### src/free_list_heap_allocator_unit_assert.svh
// Assertion macros used by the allocator controller.
// The enclosing module must provide i_clk and i_rst_n.
`ifndef FREE_LIST_HEAP_ALLOCATOR_UNIT_ASSERT_SVH
`define FREE_LIST_HEAP_ALLOCATOR_UNIT_ASSERT_SVH
`ifndef SYNTHESIS
`define FLHA_ASSERT(lbl, prop, msg) \
    lbl: assert property (@(posedge i_clk) disable iff (!i_rst_n) prop) else $error(msg);
`define FLHA_ASSERT_NORST(lbl, prop, msg) \
    lbl: assert property (@(posedge i_clk) prop) else $error(msg);
`else
`define FLHA_ASSERT(lbl, prop, msg)
`define FLHA_ASSERT_NORST(lbl, prop, msg)
`endif
`endif

### src/flha_pkg.sv
`timescale 1ns / 1ps
package flha_pkg;

    localparam int ARENA_BYTES  = 4096;
    localparam int HEADER_BYTES = 24;
    localparam int WORD_BYTES   = 8;
    localparam int NWORDS       = ARENA_BYTES / WORD_BYTES;
    localparam int IDX_W        = $clog2(NWORDS);
    localparam int OFF_W        = $clog2(ARENA_BYTES) + 2;
    localparam int DATA_W       = 64;
    localparam int OVERHEAD     = 16;
    localparam int MIN_REST     = 24;

    localparam logic [1:0] POL_FIRST = 2'd0;
    localparam logic [1:0] POL_BEST  = 2'd1;
    localparam logic [1:0] POL_WORST = 2'd2;

    localparam logic OP_ALLOC = 1'b0;
    localparam logic OP_FREE  = 1'b1;

    typedef logic [OFF_W-1:0] t_off;

    typedef enum logic [2:0] {
        ST_OK, ST_ZERO, ST_NOFIT, ST_NOBLK, ST_FREED, ST_GUARD
    } t_status;

    // datapath micro-operations
    typedef enum logic [4:0] {
        C_NOP, C_INIT0, C_INIT1, C_LOAD,
        C_P_RD, C_P_SZ, C_P_NX, C_P_END, C_P_BN,
        C_A_SIZE, C_A_GRD, C_A_RSZ, C_A_RNX, C_A_LINK,
        C_F_RD, C_F_SZ, C_F_FN, C_F_GSZ, C_F_FSRD, C_F_FS, C_F_FNX,
        C_F_PRD, C_F_PW, C_F_PN, C_F_W0, C_F_W1, C_F_W2,
        C_RES
    } t_op;

    typedef struct packed {
        t_op     op;
        t_status st;
    } t_cmd;

    typedef struct packed {
        logic req_zero;
        logic addr_lt8;
        logic is_free;
        logic cur_end;
        logic pick_vld;
        logic no_fit;
        logic first_hit;
        logic split;
        logic cur_lt_tgt;
        logic cur_eq_tgt;
        logic cur_eq_fcur;
        logic rd_sz_zero;
        logic sz_zero;
        logic sz_lt8;
        logic guard_ok;
        logic after_free;
        logic before_free;
        logic out_busy;
    } t_stat;

endpackage

### src/flha_ctrl.sv
`timescale 1ns / 1ps
`include "free_list_heap_allocator_unit_assert.svh"
module flha_ctrl
    import flha_pkg::*;
(
    input  logic  i_clk,
    input  logic  i_rst_n,
    input  logic  i_s_tvalid,
    output logic  o_s_tready,
    input  t_stat i_stat,
    output t_cmd  o_cmd
);

    typedef enum logic [4:0] {
        S_INIT0, S_INIT1, S_IDLE, S_DISP,
        S_P_CHK, S_P_SZ, S_P_NX, S_P_END, S_P_BN,
        S_A_SIZE, S_A_GRD, S_A_RSZ, S_A_RNX, S_A_LINK,
        S_F_CHK, S_F_SZ, S_F_FN, S_F_END, S_F_GSZ, S_F_GRD, S_F_FS, S_F_FNX,
        S_F_UPD, S_F_PW, S_F_PN, S_F_W0, S_F_W1, S_F_W2,
        S_RES
    } t_state;

    t_state  r_state;
    t_status r_res_st;

    // sequence one transaction
    always_ff @(posedge i_clk) begin
        if (!i_rst_n) begin
            r_state  <= S_INIT0;
            r_res_st <= ST_OK;
        end else begin
            case (r_state)
                S_INIT0: r_state <= S_INIT1;
                S_INIT1: r_state <= S_IDLE;
                S_IDLE: begin
                    if (i_s_tvalid) r_state <= S_DISP;
                end
                S_DISP: begin
                    if (i_stat.is_free) begin
                        if (i_stat.addr_lt8) begin
                            r_state <= S_RES; r_res_st <= ST_NOBLK;
                        end else begin
                            r_state <= S_F_CHK;
                        end
                    end else if (i_stat.req_zero) begin
                        r_state <= S_RES; r_res_st <= ST_ZERO;
                    end else begin
                        r_state <= S_P_CHK;
                    end
                end
                S_P_CHK: begin
                    if (!i_stat.cur_end) begin
                        r_state <= S_P_SZ;
                    end else if (i_stat.no_fit) begin
                        r_state <= S_RES; r_res_st <= ST_NOFIT;
                    end else begin
                        r_state <= S_P_END;
                    end
                end
                S_P_SZ:   r_state <= i_stat.first_hit ? S_P_BN : S_P_NX;
                S_P_NX:   r_state <= S_P_CHK;
                S_P_END:  r_state <= S_P_BN;
                S_P_BN:   r_state <= S_A_SIZE;
                S_A_SIZE: r_state <= S_A_GRD;
                S_A_GRD:  r_state <= i_stat.split ? S_A_RSZ : S_A_LINK;
                S_A_RSZ:  r_state <= S_A_RNX;
                S_A_RNX:  r_state <= S_A_LINK;
                S_A_LINK: begin
                    r_state <= S_RES; r_res_st <= ST_OK;
                end
                S_F_CHK:  r_state <= i_stat.cur_lt_tgt ? S_F_SZ : S_F_END;
                S_F_SZ: begin
                    if (i_stat.cur_eq_fcur)     r_state <= S_F_FN;
                    else if (i_stat.rd_sz_zero) r_state <= S_F_END;
                    else                        r_state <= S_F_CHK;
                end
                S_F_FN:   r_state <= i_stat.sz_zero ? S_F_END : S_F_CHK;
                S_F_END: begin
                    if (!i_stat.cur_eq_tgt) begin
                        r_state <= S_RES; r_res_st <= ST_NOBLK;
                    end else if (i_stat.cur_eq_fcur) begin
                        r_state <= S_RES; r_res_st <= ST_FREED;
                    end else begin
                        r_state <= S_F_GSZ;
                    end
                end
                S_F_GSZ: begin
                    if (i_stat.sz_lt8) begin
                        r_state <= S_RES; r_res_st <= ST_GUARD;
                    end else begin
                        r_state <= S_F_GRD;
                    end
                end
                S_F_GRD: begin
                    if (!i_stat.guard_ok) begin
                        r_state <= S_RES; r_res_st <= ST_GUARD;
                    end else begin
                        r_state <= i_stat.after_free ? S_F_FS : S_F_UPD;
                    end
                end
                S_F_FS:  r_state <= S_F_FNX;
                S_F_FNX: r_state <= S_F_UPD;
                S_F_UPD: r_state <= i_stat.before_free ? S_F_PW : S_F_W0;
                S_F_PW: begin
                    if (i_stat.after_free) begin
                        r_state <= S_F_PN;
                    end else begin
                        r_state <= S_RES; r_res_st <= ST_OK;
                    end
                end
                S_F_PN: begin
                    r_state <= S_RES; r_res_st <= ST_OK;
                end
                S_F_W0: r_state <= S_F_W1;
                S_F_W1: r_state <= S_F_W2;
                S_F_W2: begin
                    r_state <= S_RES; r_res_st <= ST_OK;
                end
                S_RES: begin
                    if (!i_stat.out_busy) r_state <= S_IDLE;
                end
                default: r_state <= S_IDLE;
            endcase
        end
    end

    // issue the micro-operation of the current step
    always_comb begin
        o_cmd.st = r_res_st;
        case (r_state)
            S_INIT0:  o_cmd.op = C_INIT0;
            S_INIT1:  o_cmd.op = C_INIT1;
            S_IDLE:   o_cmd.op = i_s_tvalid ? C_LOAD : C_NOP;
            S_P_CHK:  o_cmd.op = C_P_RD;
            S_P_SZ:   o_cmd.op = C_P_SZ;
            S_P_NX:   o_cmd.op = C_P_NX;
            S_P_END:  o_cmd.op = C_P_END;
            S_P_BN:   o_cmd.op = C_P_BN;
            S_A_SIZE: o_cmd.op = C_A_SIZE;
            S_A_GRD:  o_cmd.op = C_A_GRD;
            S_A_RSZ:  o_cmd.op = C_A_RSZ;
            S_A_RNX:  o_cmd.op = C_A_RNX;
            S_A_LINK: o_cmd.op = C_A_LINK;
            S_F_CHK:  o_cmd.op = C_F_RD;
            S_F_SZ:   o_cmd.op = C_F_SZ;
            S_F_FN:   o_cmd.op = C_F_FN;
            S_F_END:  o_cmd.op = C_F_RD;
            S_F_GSZ:  o_cmd.op = C_F_GSZ;
            S_F_GRD:  o_cmd.op = C_F_FSRD;
            S_F_FS:   o_cmd.op = C_F_FS;
            S_F_FNX:  o_cmd.op = C_F_FNX;
            S_F_UPD:  o_cmd.op = i_stat.before_free ? C_F_PRD : C_NOP;
            S_F_PW:   o_cmd.op = C_F_PW;
            S_F_PN:   o_cmd.op = C_F_PN;
            S_F_W0:   o_cmd.op = C_F_W0;
            S_F_W1:   o_cmd.op = C_F_W1;
            S_F_W2:   o_cmd.op = C_F_W2;
            S_RES:    o_cmd.op = i_stat.out_busy ? C_NOP : C_RES;
            default:  o_cmd.op = C_NOP;
        endcase
    end

    assign o_s_tready = (r_state == S_IDLE);

    `FLHA_ASSERT(a_accept_leaves_idle, i_s_tvalid && o_s_tready |=> !o_s_tready, "idle after accept")
    `FLHA_ASSERT(a_alloc_has_pick, r_state == S_A_SIZE |-> i_stat.pick_vld, "alloc without pick")
    `FLHA_ASSERT(a_free_at_target, r_state == S_F_W1 |-> i_stat.cur_eq_tgt, "free off target")
    `FLHA_ASSERT_NORST(a_init_after_reset, !i_rst_n |=> !o_s_tready, "ready during init")

endmodule

### config.mk
export PLATFORM = sky130hd
export DESIGN_NAME = flha_ctrl
export DESIGN_NICKNAME = d
export VERILOG_FILES = /design/src/flha_pkg.sv /design/src/flha_ctrl.sv
export VERILOG_INCLUDE_DIRS = /design/src /design/src/src
export SDC_FILE = /design/constraint.sdc
export NUM_CORES = 1
export LEC_CHECK = 0
export CORE_MARGIN = 3
export CORE_UTILIZATION = 55
export CTS_BUF_LIST = sky130_fd_sc_hd__clkbuf_4 sky130_fd_sc_hd__clkbuf_8
export DETAILED_ROUTE_END_ITERATION = 6
export DONT_BUFFER_PORTS = 1
export MAX_ROUTING_LAYER = met4
export PLACE_DENSITY = 0.75
export SLEW_MARGIN = 0
export SYNTH_ARGS = -nofsm -noshare
export SYNTH_HDL_FRONTEND = slang
export SYNTH_SLANG_ARGS = --single-unit
### constraint.sdc
create_clock -name i_clk -period 2.7 [get_ports i_clk]
set_input_delay 0.135 -clock i_clk [delete_from_list [all_inputs] [get_ports i_clk]]
set_output_delay 0.135 -clock i_clk [all_outputs]
set_load 0.02 [all_outputs]
* Word-level counts from Yosys, hierarchy flattened *
Cells that the tools add are included.

operators by class
  add/subtract/negate cells = 0
  multiply operators = 0
  div/mod/pow operators = 0
  magnitude comparators = 0
  eq/ne operators = 38
  shift-type cells = 0
  multiplexer cells = 36
  bitwise logic cells = 0
  reduce and logical (&&, ||, !) cells = 6

operator list
  cell                                                                   number
  5-bit one-hot mux with 27 select lines                                 1
  5-bit one-hot mux with 26 select lines                                 1
  5-bit equality test, second input constant                             13
  5-bit 2-to-1 mux                                                       13
  5-bit by 4-bit equality test with 1-bit output, second input constant  8
  3-bit 2-to-1 mux                                                       12
  4-bit 2-to-1 mux                                                       6
  3-bit one-hot mux with 7 select lines                                  1
  5-bit by 3-bit equality test with 1-bit output, second input constant  4
  2-bit inequality test, second input constant                           7
  5-bit by 2-bit equality test with 1-bit output, second input constant  2
  3-bit inequality test, second input constant                           3
  9-bit AND reduction                                                    1
  7-bit nonzero test                                                     1
  5-bit by 1-bit equality test with 1-bit output, second input constant  1
  5-bit logical NOT                                                      1
  2-bit 2-to-1 mux                                                       2
  3-bit OR reduction                                                     1
  2-bit AND reduction                                                    1
  2-bit OR reduction                                                     1

word-level totals
  flip-flop bits (word level) = 8
  latch bits = 0
  RAM bits = 0
  memory bits (read-only) = 0
  input port bits = 21
  output and inout bits = 9
  word-level logic and storage cells = 82
  memories kept = 0

* Depth between registers and ports, before layout *
Gate-level depths: netlist (run 1).

  word-level depth = 4
  mapped depth = 7
  depth with buffers taken out = 5

* Worst setup path before layout (run 1) *
OpenSTA, ideal clock, no wires.

  kind = register to output
  from = reg r_state[0]
  to = out o_cmd[4] (netlist bit)
  data arrival time = 1607 ps
  data required time = 2565 ps
  setup slack = 958 ps
  cell stages (with the launch flop) = 7
  path buffers = 2
  cell sequence = dfxtp_1 > buf_2 > buf_1 > nor2_1 > a21oi_1 > nor2_1 > o21ai_0

RTL lines
  item                    RTL line         text
  from (decl)             flha_ctrl.sv:23  t_state r_state;
  from (signal assigned)  flha_ctrl.sv:60  S_P_SZ: r_state <= i_stat.first_hit ? S_P_BN : S_P_NX;
  from (signal assigned)  flha_ctrl.sv:65  S_A_GRD: r_state <= i_stat.split ? S_A_RSZ : S_A_LINK;
  from (signal assigned)  flha_ctrl.sv:71  S_F_CHK: r_state <= i_stat.cur_lt_tgt ? S_F_SZ : S_F_END;
  to (decl)               flha_ctrl.sv:11  output t_cmd o_cmd

==> run_results.csv, run 1 <==
group,metric,value,unit
outcome,outcome,"completed",
place,dp_cells,217,
sta,tightest_slew,0.830,ns
logic_synthesis,syn_area,1250,sq um
layout,area_growth_syn_to_layout,6.28,%
clock_tree,cts.path.max_buffers,2,
logic_synthesis,synth_seq_cells,8,
worst_setup_path,crit_slowest_cell,"nor2_1",
logic_synthesis,synth_area_leader_cell,"dfxtp_1",
clock_tree,ctsHoldBuffers,0,
die,core_area,2060,sq um
pwr,p_sw_share,56.3,%
logic_synthesis,synth_cell_types,61,
worst_setup_path,startpoint_type,"flop",
worst_setup_path,worstPathRequired,2.57,ns
worst_setup_path,critPathKind,"flop to output pin",
die,die_y,53.8,microns
sta,fin_crit_sh,90.5,%
layout,final_nets,217,
worst_setup_path,path_cells,"nor2_1 -> nand2_1 -> o32ai_1 -> a21oi_1 -> o21ai_0 -> buf_4",
sta,finalMaxSlewViolations,0,
worst_setup_path,critPathArrivalTime,2.31,ns
detailed_routing,drtPass1Iterations,5,
sta,rsz0062_at_grt,"no",
logic_synthesis,ys_warn_count,0,
global_route,antenna_found_initial,0,
pwr,p_total,1.31,mW
die,dieArea,2890,sq um
global_route,grt_usage,33.1,%
pwr,p_switching,739,uW
logic_synthesis,synthTopCellsByArea,"dfxtp_1 (13%), a21oi_1 (7.2%), nand2_1 (6.6%)",
clock_tree,clk_pin_slew,0.06,ns
pwr,pwr-share-seq,22.7,%
pwr,p_comb_share,70.0,%
logic_synthesis,syn_nets,213,
sta,skew,0.00270,ns
layout,drive_above_1_share,11.3,%
worst_setup_path,slowest_delay,0.57,ns
detailed_routing,wl_per_cell,19.6,microns
worst_setup_path,critPathTopFamily,"simple AND/OR/NAND/NOR gates",
global_route,overflow,0,
layout,final_cell_mix,"nand2_1 (22), nor2_1 (18), a21oi_1 (18), o21ai_0 (15)",
detailed_routing,post_drt_via_cell_ratio,7.34,
logic_synthesis,syn_area_per_cell,6.54,sq um
logic_synthesis,synthCells,192,
layout,fin_util,64.7,%
clock_tree,post_cts_buffers,0,
detailed_routing,dr_total_vias,1623,
sta,setup_viol,0,
detailed_routing,ant_nets,0,
clock_tree,clock_sinks,8,
global_route,first_global_vias,1455,
sta,max_freq,409,MHz
place,port_buffers,0,
sta,timing.final.crit_period,2.44,ns
logic_synthesis,async_flop_share,0,%
clock_tree,ctsRootBufferMaster,"clkbuf_4",
global_route,grt_max_degree,24,
global_route,grt_first_pass_wirelength,6.87,mm
detailed_routing,drc,0,
place,gp_congestion,0.995,
die,initial_core_util,60.9,%
detailed_routing,wirelength,4.32,mm
detailed_routing,drtIter0Drc,154,
layout,diodes,0,
clock_tree,clkLatencyLatePin,0.26,ns
worst_setup_path,critPathMaxFanout,20,
sta,fin_setup_tns,0,ns
sta,slew_headroom,44.6,%
place,dp_hpwl,3.27,mm
hold_path,worst_hold_path_type,"input port to flop",
die,std_cell_rows,16,
job,drv_cap,0,
pwr,power_density,984,nW/um^2
worst_setup_path,crit_buf_inv,1,
pwr,p_int,573,uW
pwr,power_frac_clock,7.4,%
worst_setup_path,end_kind,"output pin",
layout,stdcell_count,221,
clock_tree,cts_tree,"yes",
die,fp.dieW,53.8,microns
sta,hold_viol,0,
clock_tree,cts_buffers,3,
layout,layout_commonest_cell,"nand2_1",
logic_synthesis,synth-main-ff-cell,"dfxtp_1",
clock_tree,h-tree-depth,1,
logic_synthesis,synth_edf_count,0,
logic_synthesis,ys_seq_area_share,12.8,%
logic_synthesis,yosys.area.top_type_share,12.8,%
pwr,vdd_drop_max,0.512,mV
pwr,leakage,0.487,nW
clock_tree,ctsResizeCount,0,
die,ios,30,
cell families (layout without fill, tap and decap cells):
logic type / count (synthesis) / count (layout) / synth area share (%)
and+or+nand+nor: 89 / 89 / 38.7
buffers and inverters: 18 / 20 / 6.78
AOI/OAI and AO/OA: 75 / 75 / 40.2
DFF: 8 / 8 / 12.8
muxes: 2 / 2 / 1.60
layer usage:
metal / up-vias / wire, microns / share of wire (%) / global-route usage [%]
met4: 0 / 110 / 2.5 / 7.66
met2: 139 / 1950 / 45 / 52.0
met5: - / 0 / 0 / -
li1: 736 / - / - / -
met1: 729 / 1660 / 38 / 44.4
met3: 19 / 611 / 14 / 4.99
flip-flops by register name, summed over array words and instances, names as in the netlist:
| signal | count |
|---|---|
| r_res_st | 3 |
| r_state | 5 |
layout make-up:
type,instances,area (sq um)
Timing Repair Buffer,11,85.1
Multi-Input combinational cell,166,1010
Tap cell,27,33.8
Inverter,6,22.5
Sequential cell,8,160
Clock buffer,3,22.5
Fill cell,196,728
stage by stage:
step                      worst slack, ns  hold slack (ns)  area [sq um]
final                               0.257           0.0109          1330
after global routing                0.128           0.0229          1330
after CTS                           0.375          0.00188          1320
after detailed placement            0.537            0.268          1300
after global placement              0.572            0.269          1300
after floorplan                     0.958            0.252          1250
power groups by stage:
stage,Sequential [mW],Combinational [mW],Clock [mW]
after floorplan,0.200,0.749,0
after global placement,0.289,0.868,0
after detailed placement,0.293,0.891,0
after CTS,0.290,0.892,0.0984
after global routing,0.305,0.986,0.104
final,0.297,0.918,0.0970
synthesized netlist by cell type (all sizes together) (3+ instances only):
master  instances
nor3b           3
nor2           18
nand2          22
buf             8
nand3           8
nor2b           3
dfxtp           8
clkbuf          4
nand2b         10
a31oi           8
o311ai          4
a21oi          18
o21a            3
inv             6
nor3            6
nand3b          3
o21ai          16
final timing paths:
check         startpoint           to  slack [ns]  cells after the start
max           r_state[0]     o_cmd[4]        0.26                      6
min              i_rst_n   r_state[0]        0.01                      2
max reg2reg   r_state[2]  r_res_st[0]        0.46                      5
min reg2reg  r_res_st[0]  r_res_st[0]        0.57                      2
worst reg2reg max path, cell delays in order, from the launching register on:
cell and delay, ns:
dfxtp_1 0.57, nor3_1 0.57, nand2_1 0.23, o311ai_2 0.40, o31a_1 0.21, mux2i_1 0.18
No activity file was read; power rests on OpenSTA's default activity.
==> run 2: changes to the inputs <==
HOLD_SLACK_MARGIN = 0.02   (was default)
==> run_results.csv, run 2 (synthesized netlist as in run 1, its figures left out) <==
group,metric,value,unit
die,std_cell_rows,16,
layout,largest_reg_flops,5,
worst_setup_path,critPathKind,"flop to output pin",
clock_tree,cts_buffers,3,
die,ios,30,
global_route,first_global_vias,1456,
die,initial_core_util,60.9,%
sta,timing.final.crit_period,2.41,ns
layout,diodes,0,
pwr,power_density,985,nW/um^2
place,gp_congestion,0.995,
sta,max_freq,415,MHz
layout,layout_commonest_cell,"nand2_1",
worst_setup_path,r2r_slack,0.41,ns
layout,top_regs,"r_state (5), r_res_st (3)",
worst_setup_path,reg2reg_from,"r_state[2]",
worst_setup_path,cp-endpoint,"o_cmd[4]",
global_route,grt_usage,33.4,%
sta,hold_viol,0,
layout,top_register,"r_state",
detailed_routing,wirelength,4.38,mm
worst_setup_path,critPathArrivalTime,2.28,ns
worst_setup_path,reg2reg_to,"r_res_st[0]",
layout,final_nets,217,
layout,area_growth_syn_to_layout,6.28,%
sta,fin_crit_sh,89.3,%
layout,final_cell_mix,"nand2_1 (22), nor2_1 (18), a21oi_1 (18), o21ai_0 (15)",
detailed_routing,drtPass1Iterations,6,
worst_setup_path,startpoint_type,"flop",
layout,drive_above_1_share,11.3,%
worst_setup_path,critPathMaxFanout,20,
job,drv_cap,0,
global_route,overflow,0,
detailed_routing,drc,0,
pwr,leakage,0.487,nW
worst_setup_path,crit_path_start,"r_state[0]",
detailed_routing,wl_per_cell,19.8,microns
clock_tree,clock_sinks,8,
die,fp.dieW,53.8,microns
place,dpl_cell_area,1300,sq um
pwr,vdd_drop_max,0.511,mV
die,core_area,2060,sq um
global_route,grt_max_degree,24,
outcome,outcome,"completed",
layout,finish.instance_area,1330,sq um
die,dieArea,2890,sq um
worst_setup_path,end_kind,"output pin",
sta,skew,0.00213,ns
sta,setup_viol,0,
place,port_buffers,0,
global_route,antenna_found_initial,0,
detailed_routing,dr_total_vias,1625,
clock_tree,cts_tree,"yes",
sta,tightest_slew,0.841,ns
clock_tree,ctsResizeCount,0,
pwr,p_total,1.31,mW
clock_tree,clkLatencyLatePin,0.26,ns
sta,finalMaxSlewViolations,0,
detailed_routing,drtIter0Drc,123,
die,die_y,53.8,microns
global_route,grt_first_pass_wirelength,6.90,mm
place,dp_hpwl,3.27,mm
worst_setup_path,r2r_cells,5,
clock_tree,ctsRootBufferMaster,"clkbuf_4",
sta,rsz0062_at_grt,"no",
sta,fin_setup_tns,0,ns
clock_tree,cts.path.max_buffers,2,
detailed_routing,post_drt_via_cell_ratio,7.35,
sta,slew_headroom,43.9,%
hold_path,worst_hold_path_type,"input port to flop",
worst_setup_path,worstPathRequired,2.57,ns
detailed_routing,ant_nets,0,
clock_tree,clk_pin_slew,0.06,ns
clock_tree,h-tree-depth,1,
-- run 2: worst min path at each step --
stage	start	to	slack [ns]	depth (start not counted)
CTS	i_rst_n	r_res_st[0]	0.03	2
global placement	i_rst_n	r_state[4]	0.27	1
detailed placement	i_rst_n	r_state[4]	0.27	1
global route	i_rst_n	r_res_st[0]	0.02	2
floorplan	i_rst_n	r_state[4]	0.25	1
finish	i_rst_n	r_res_st[0]	0.03	2
-- run 2: timing repair --
action                                  CTS  global route
buffers inserted                          0             0
endpoints found under the setup margin    0             0
hold endpoints to repair                  2             0
hold buffers                              1             0
-- run 2: where the power goes --
part | leakage [nW] | switching (mW) | internal, mW | total, mW
sequential | 0.0654 | 0.143 | 0.156 | 0.299
clock | 0.0138 | 0.0457 | 0.0512 | 0.0969
combinational | 0.408 | 0.552 | 0.366 | 0.917
total | 0.487 | 0.740 | 0.573 | 1.31
-- run 2: critical path, cell delays in order (launching register included) --
cell and delay, ns:
dfxtp_1 0.53, nor2_1 0.54, nand2_1 0.23, o32ai_1 0.33, a21oi_1 0.13, o21ai_0 0.09
buf_4 0.16
-- run 2: cell type report --
type,instances,area (sq um)
Sequential cell,8,160
Fill cell,196,728
Inverter,6,22.5
Multi-Input combinational cell,166,1010
Timing Repair Buffer,11,85.1
Clock buffer,3,22.5
Tap cell,27,33.8
-- run 2: stage by stage --
stage | cells | hold WS, ns | worst slack, ns | utilization [%]
after CTS | 221 | 0.0275 | 0.375 | 64.7
after global placement | 217 | 0.269 | 0.572 | 63.1
after detailed placement | 217 | 0.268 | 0.537 | 63.1
final | 221 | 0.0288 | 0.290 | 64.7
after floorplan | 192 | 0.252 | 0.958 | -
after global routing | 221 | 0.0229 | 0.129 | 64.7
-- run 2: per-layer routing --
metal	part of all wire (%)	track usage, %
met1	38	44.8
met2	45	52.4
met3	14	4.99
met4	2.8	7.66
met5	0	-
==> run 3: changes to the inputs <==
CORE_MARGIN = 4   (was 3)
==> run_results.csv, run 3 (synthesized netlist as in run 1, its figures left out) <==
group,metric,value,unit
clock_tree,cts.path.max_buffers,2,
layout,largest_reg_flops,5,
pwr,leakage,0.483,nW
clock_tree,clock_sinks,8,
detailed_routing,drc,0,
global_route,grt_first_pass_wirelength,6.82,mm
die,dieArea,3110,sq um
layout,final_nets,216,
global_route,antenna_found_initial,0,
sta,fin_crit_sh,86.5,%
worst_setup_path,critPathTopFamily,"flip-flops",
sta,tightest_slew,0.814,ns
layout,layout_commonest_cell,"nand2_1",
die,die_y,55.8,microns
place,port_buffers,0,
worst_setup_path,reg2reg_from,"r_state[3]",
sta,hold_viol,0,
worst_setup_path,slowest_delay,0.73,ns
global_route,first_global_vias,1459,
worst_setup_path,end_kind,"output pin",
sta,slew_headroom,45.6,%
sta,finalMaxSlewViolations,0,
place,dpl_cell_area,1290,sq um
pwr,pwr-share-seq,22.2,%
sta,fin_setup_tns,0,ns
detailed_routing,post_drt_via_cell_ratio,7.27,
worst_setup_path,r2r_cells,5,
sta,hold_ws,0.0311,ns
sta,rsz0062_at_grt,"no",
clock_tree,h-tree-depth,1,
hold_path,worst_hold_path_type,"input port to flop",
pwr,vdd_drop_max,0.602,mV
place,place_ws,0.521,ns
worst_setup_path,crit_buf_inv,1,
layout,finish.instance_area,1330,sq um
detailed_routing,ant_nets,0,
sta,timing.final.crit_period,2.34,ns
layout,drive_above_1_share,10.9,%
worst_setup_path,r2r_slack,0.46,ns
worst_setup_path,critPathMaxFanout,17,
die,std_cell_rows,17,
layout,final_cell_mix,"nand2_1 (22), nor2_1 (18), a21oi_1 (18), o21ai_0 (15), nand2b_1 (10)",
global_route,overflow,0,
place,dp_cells,217,
sta,setup_viol,0,
worst_setup_path,startpoint_type,"flop",
pwr,p_total,1.31,mW
die,core_area,2190,sq um
worst_setup_path,crit_path_start,"r_state[2]",
sta,setup_ws,0.365,ns
global_route,grt_max_degree,23,
die,initial_core_util,57.3,%
clock_tree,clkLatencyLatePin,0.26,ns
detailed_routing,wirelength,4.26,mm
layout,area_growth_syn_to_layout,5.78,%
pwr,power_density,985,nW/um^2
detailed_routing,wl_per_cell,19.3,microns
pwr,p_comb_share,70.2,%
hold_path,hp-start,"i_rst_n",
detailed_routing,drtIter0Drc,99,
layout,fin_util,60.6,%
die,fp.dieW,55.8,microns
clock_tree,cts_tree,"yes",
worst_setup_path,reg2reg_to,"r_res_st[0]",
worst_setup_path,cp.depth,5,
clock_tree,ctsResizeCount,0,
pwr,p_sw_share,56.5,%
place,dp_hpwl,3.19,mm
worst_setup_path,worstPathRequired,2.57,ns
clock_tree,post_cts_buffers,0,
sta,skew,0.00338,ns
worst_setup_path,path_cells,"buf_4 -> nor2b_1 -> nand2_1 -> a21oi_1 -> a21o_1",
sta,max_freq,428,MHz
clock_tree,ctsRootBufferMaster,"clkbuf_4",
clock_tree,ctsHoldBuffers,1,
layout,stdcell_count,221,
layout,top_regs,"r_state (5), r_res_st (3)",
detailed_routing,dr_total_vias,1606,
detailed_routing,drtPass1Iterations,5,
global_route,grt_usage,27.7,%
clock_tree,cts_buffers,3,
job,drv_cap,0,
clock_tree,clk_pin_slew,0.06,ns
pwr,p_int,569,uW
layout,top_register,"r_state",
worst_setup_path,cp-endpoint,"o_cmd[7]",
worst_setup_path,critPathArrivalTime,2.20,ns
outcome,outcome,"completed",
pwr,power_frac_clock,7.6,%
worst_setup_path,critPathKind,"flop to output pin",
die,ios,30,
worst_setup_path,crit_slowest_cell,"dfxtp_1",
layout,diodes,0,
place,gp_congestion,1.00,
pwr,p_switching,739,uW
## run 3: changes by cell type in the layout (fill, tap and decap cells not counted), sizes merged
cell,previous run,this run
buf,10,9
## run 3: power groups by stage
stage	clock (mW)	combinational, mW	sequential [mW]
6_report	0.0995	0.918	0.290
3_3_place_gp	0	0.874	0.280
3_5_place_dp	0	0.889	0.286
2_1_floorplan	0	0.749	0.200
4_1_cts	0.0973	0.894	0.284
5_1_grt	0.106	0.991	0.297
## run 3: worst min-delay path by stage
| stage | endpoint | cells past startpoint |
|---|---|---|
| after floorplan | r_state[4] | 1 |
| after global placement | r_state[4] | 1 |
| after detailed placement | r_state[4] | 1 |
| after CTS | r_state[1] | 2 |
| after global routing | r_state[1] | 2 |
| final | r_state[1] | 2 |
## run 3: area by class of cell
class                   count  area, sq um
multi-input cells         166         1010
fillers                   201          863
flip-flops and latches      8          160
repair buffers             10         77.6
well taps                  28         35.0
clock buffers               3         22.5
inverters                   6         22.5
## run 3: metal layers
| layer | part of all wire, % | up-vias | global-route usage [%] |
|---|---|---|---|
| met5 | 0 | - | - |
| met3 | 12 | 25 | 6.26 |
| met4 | 3.7 | 0 | 14.9 |
| li1 | - | 732 | - |
| met2 | 47 | 135 | 44.3 |
| met1 | 37 | 714 | 32.1 |
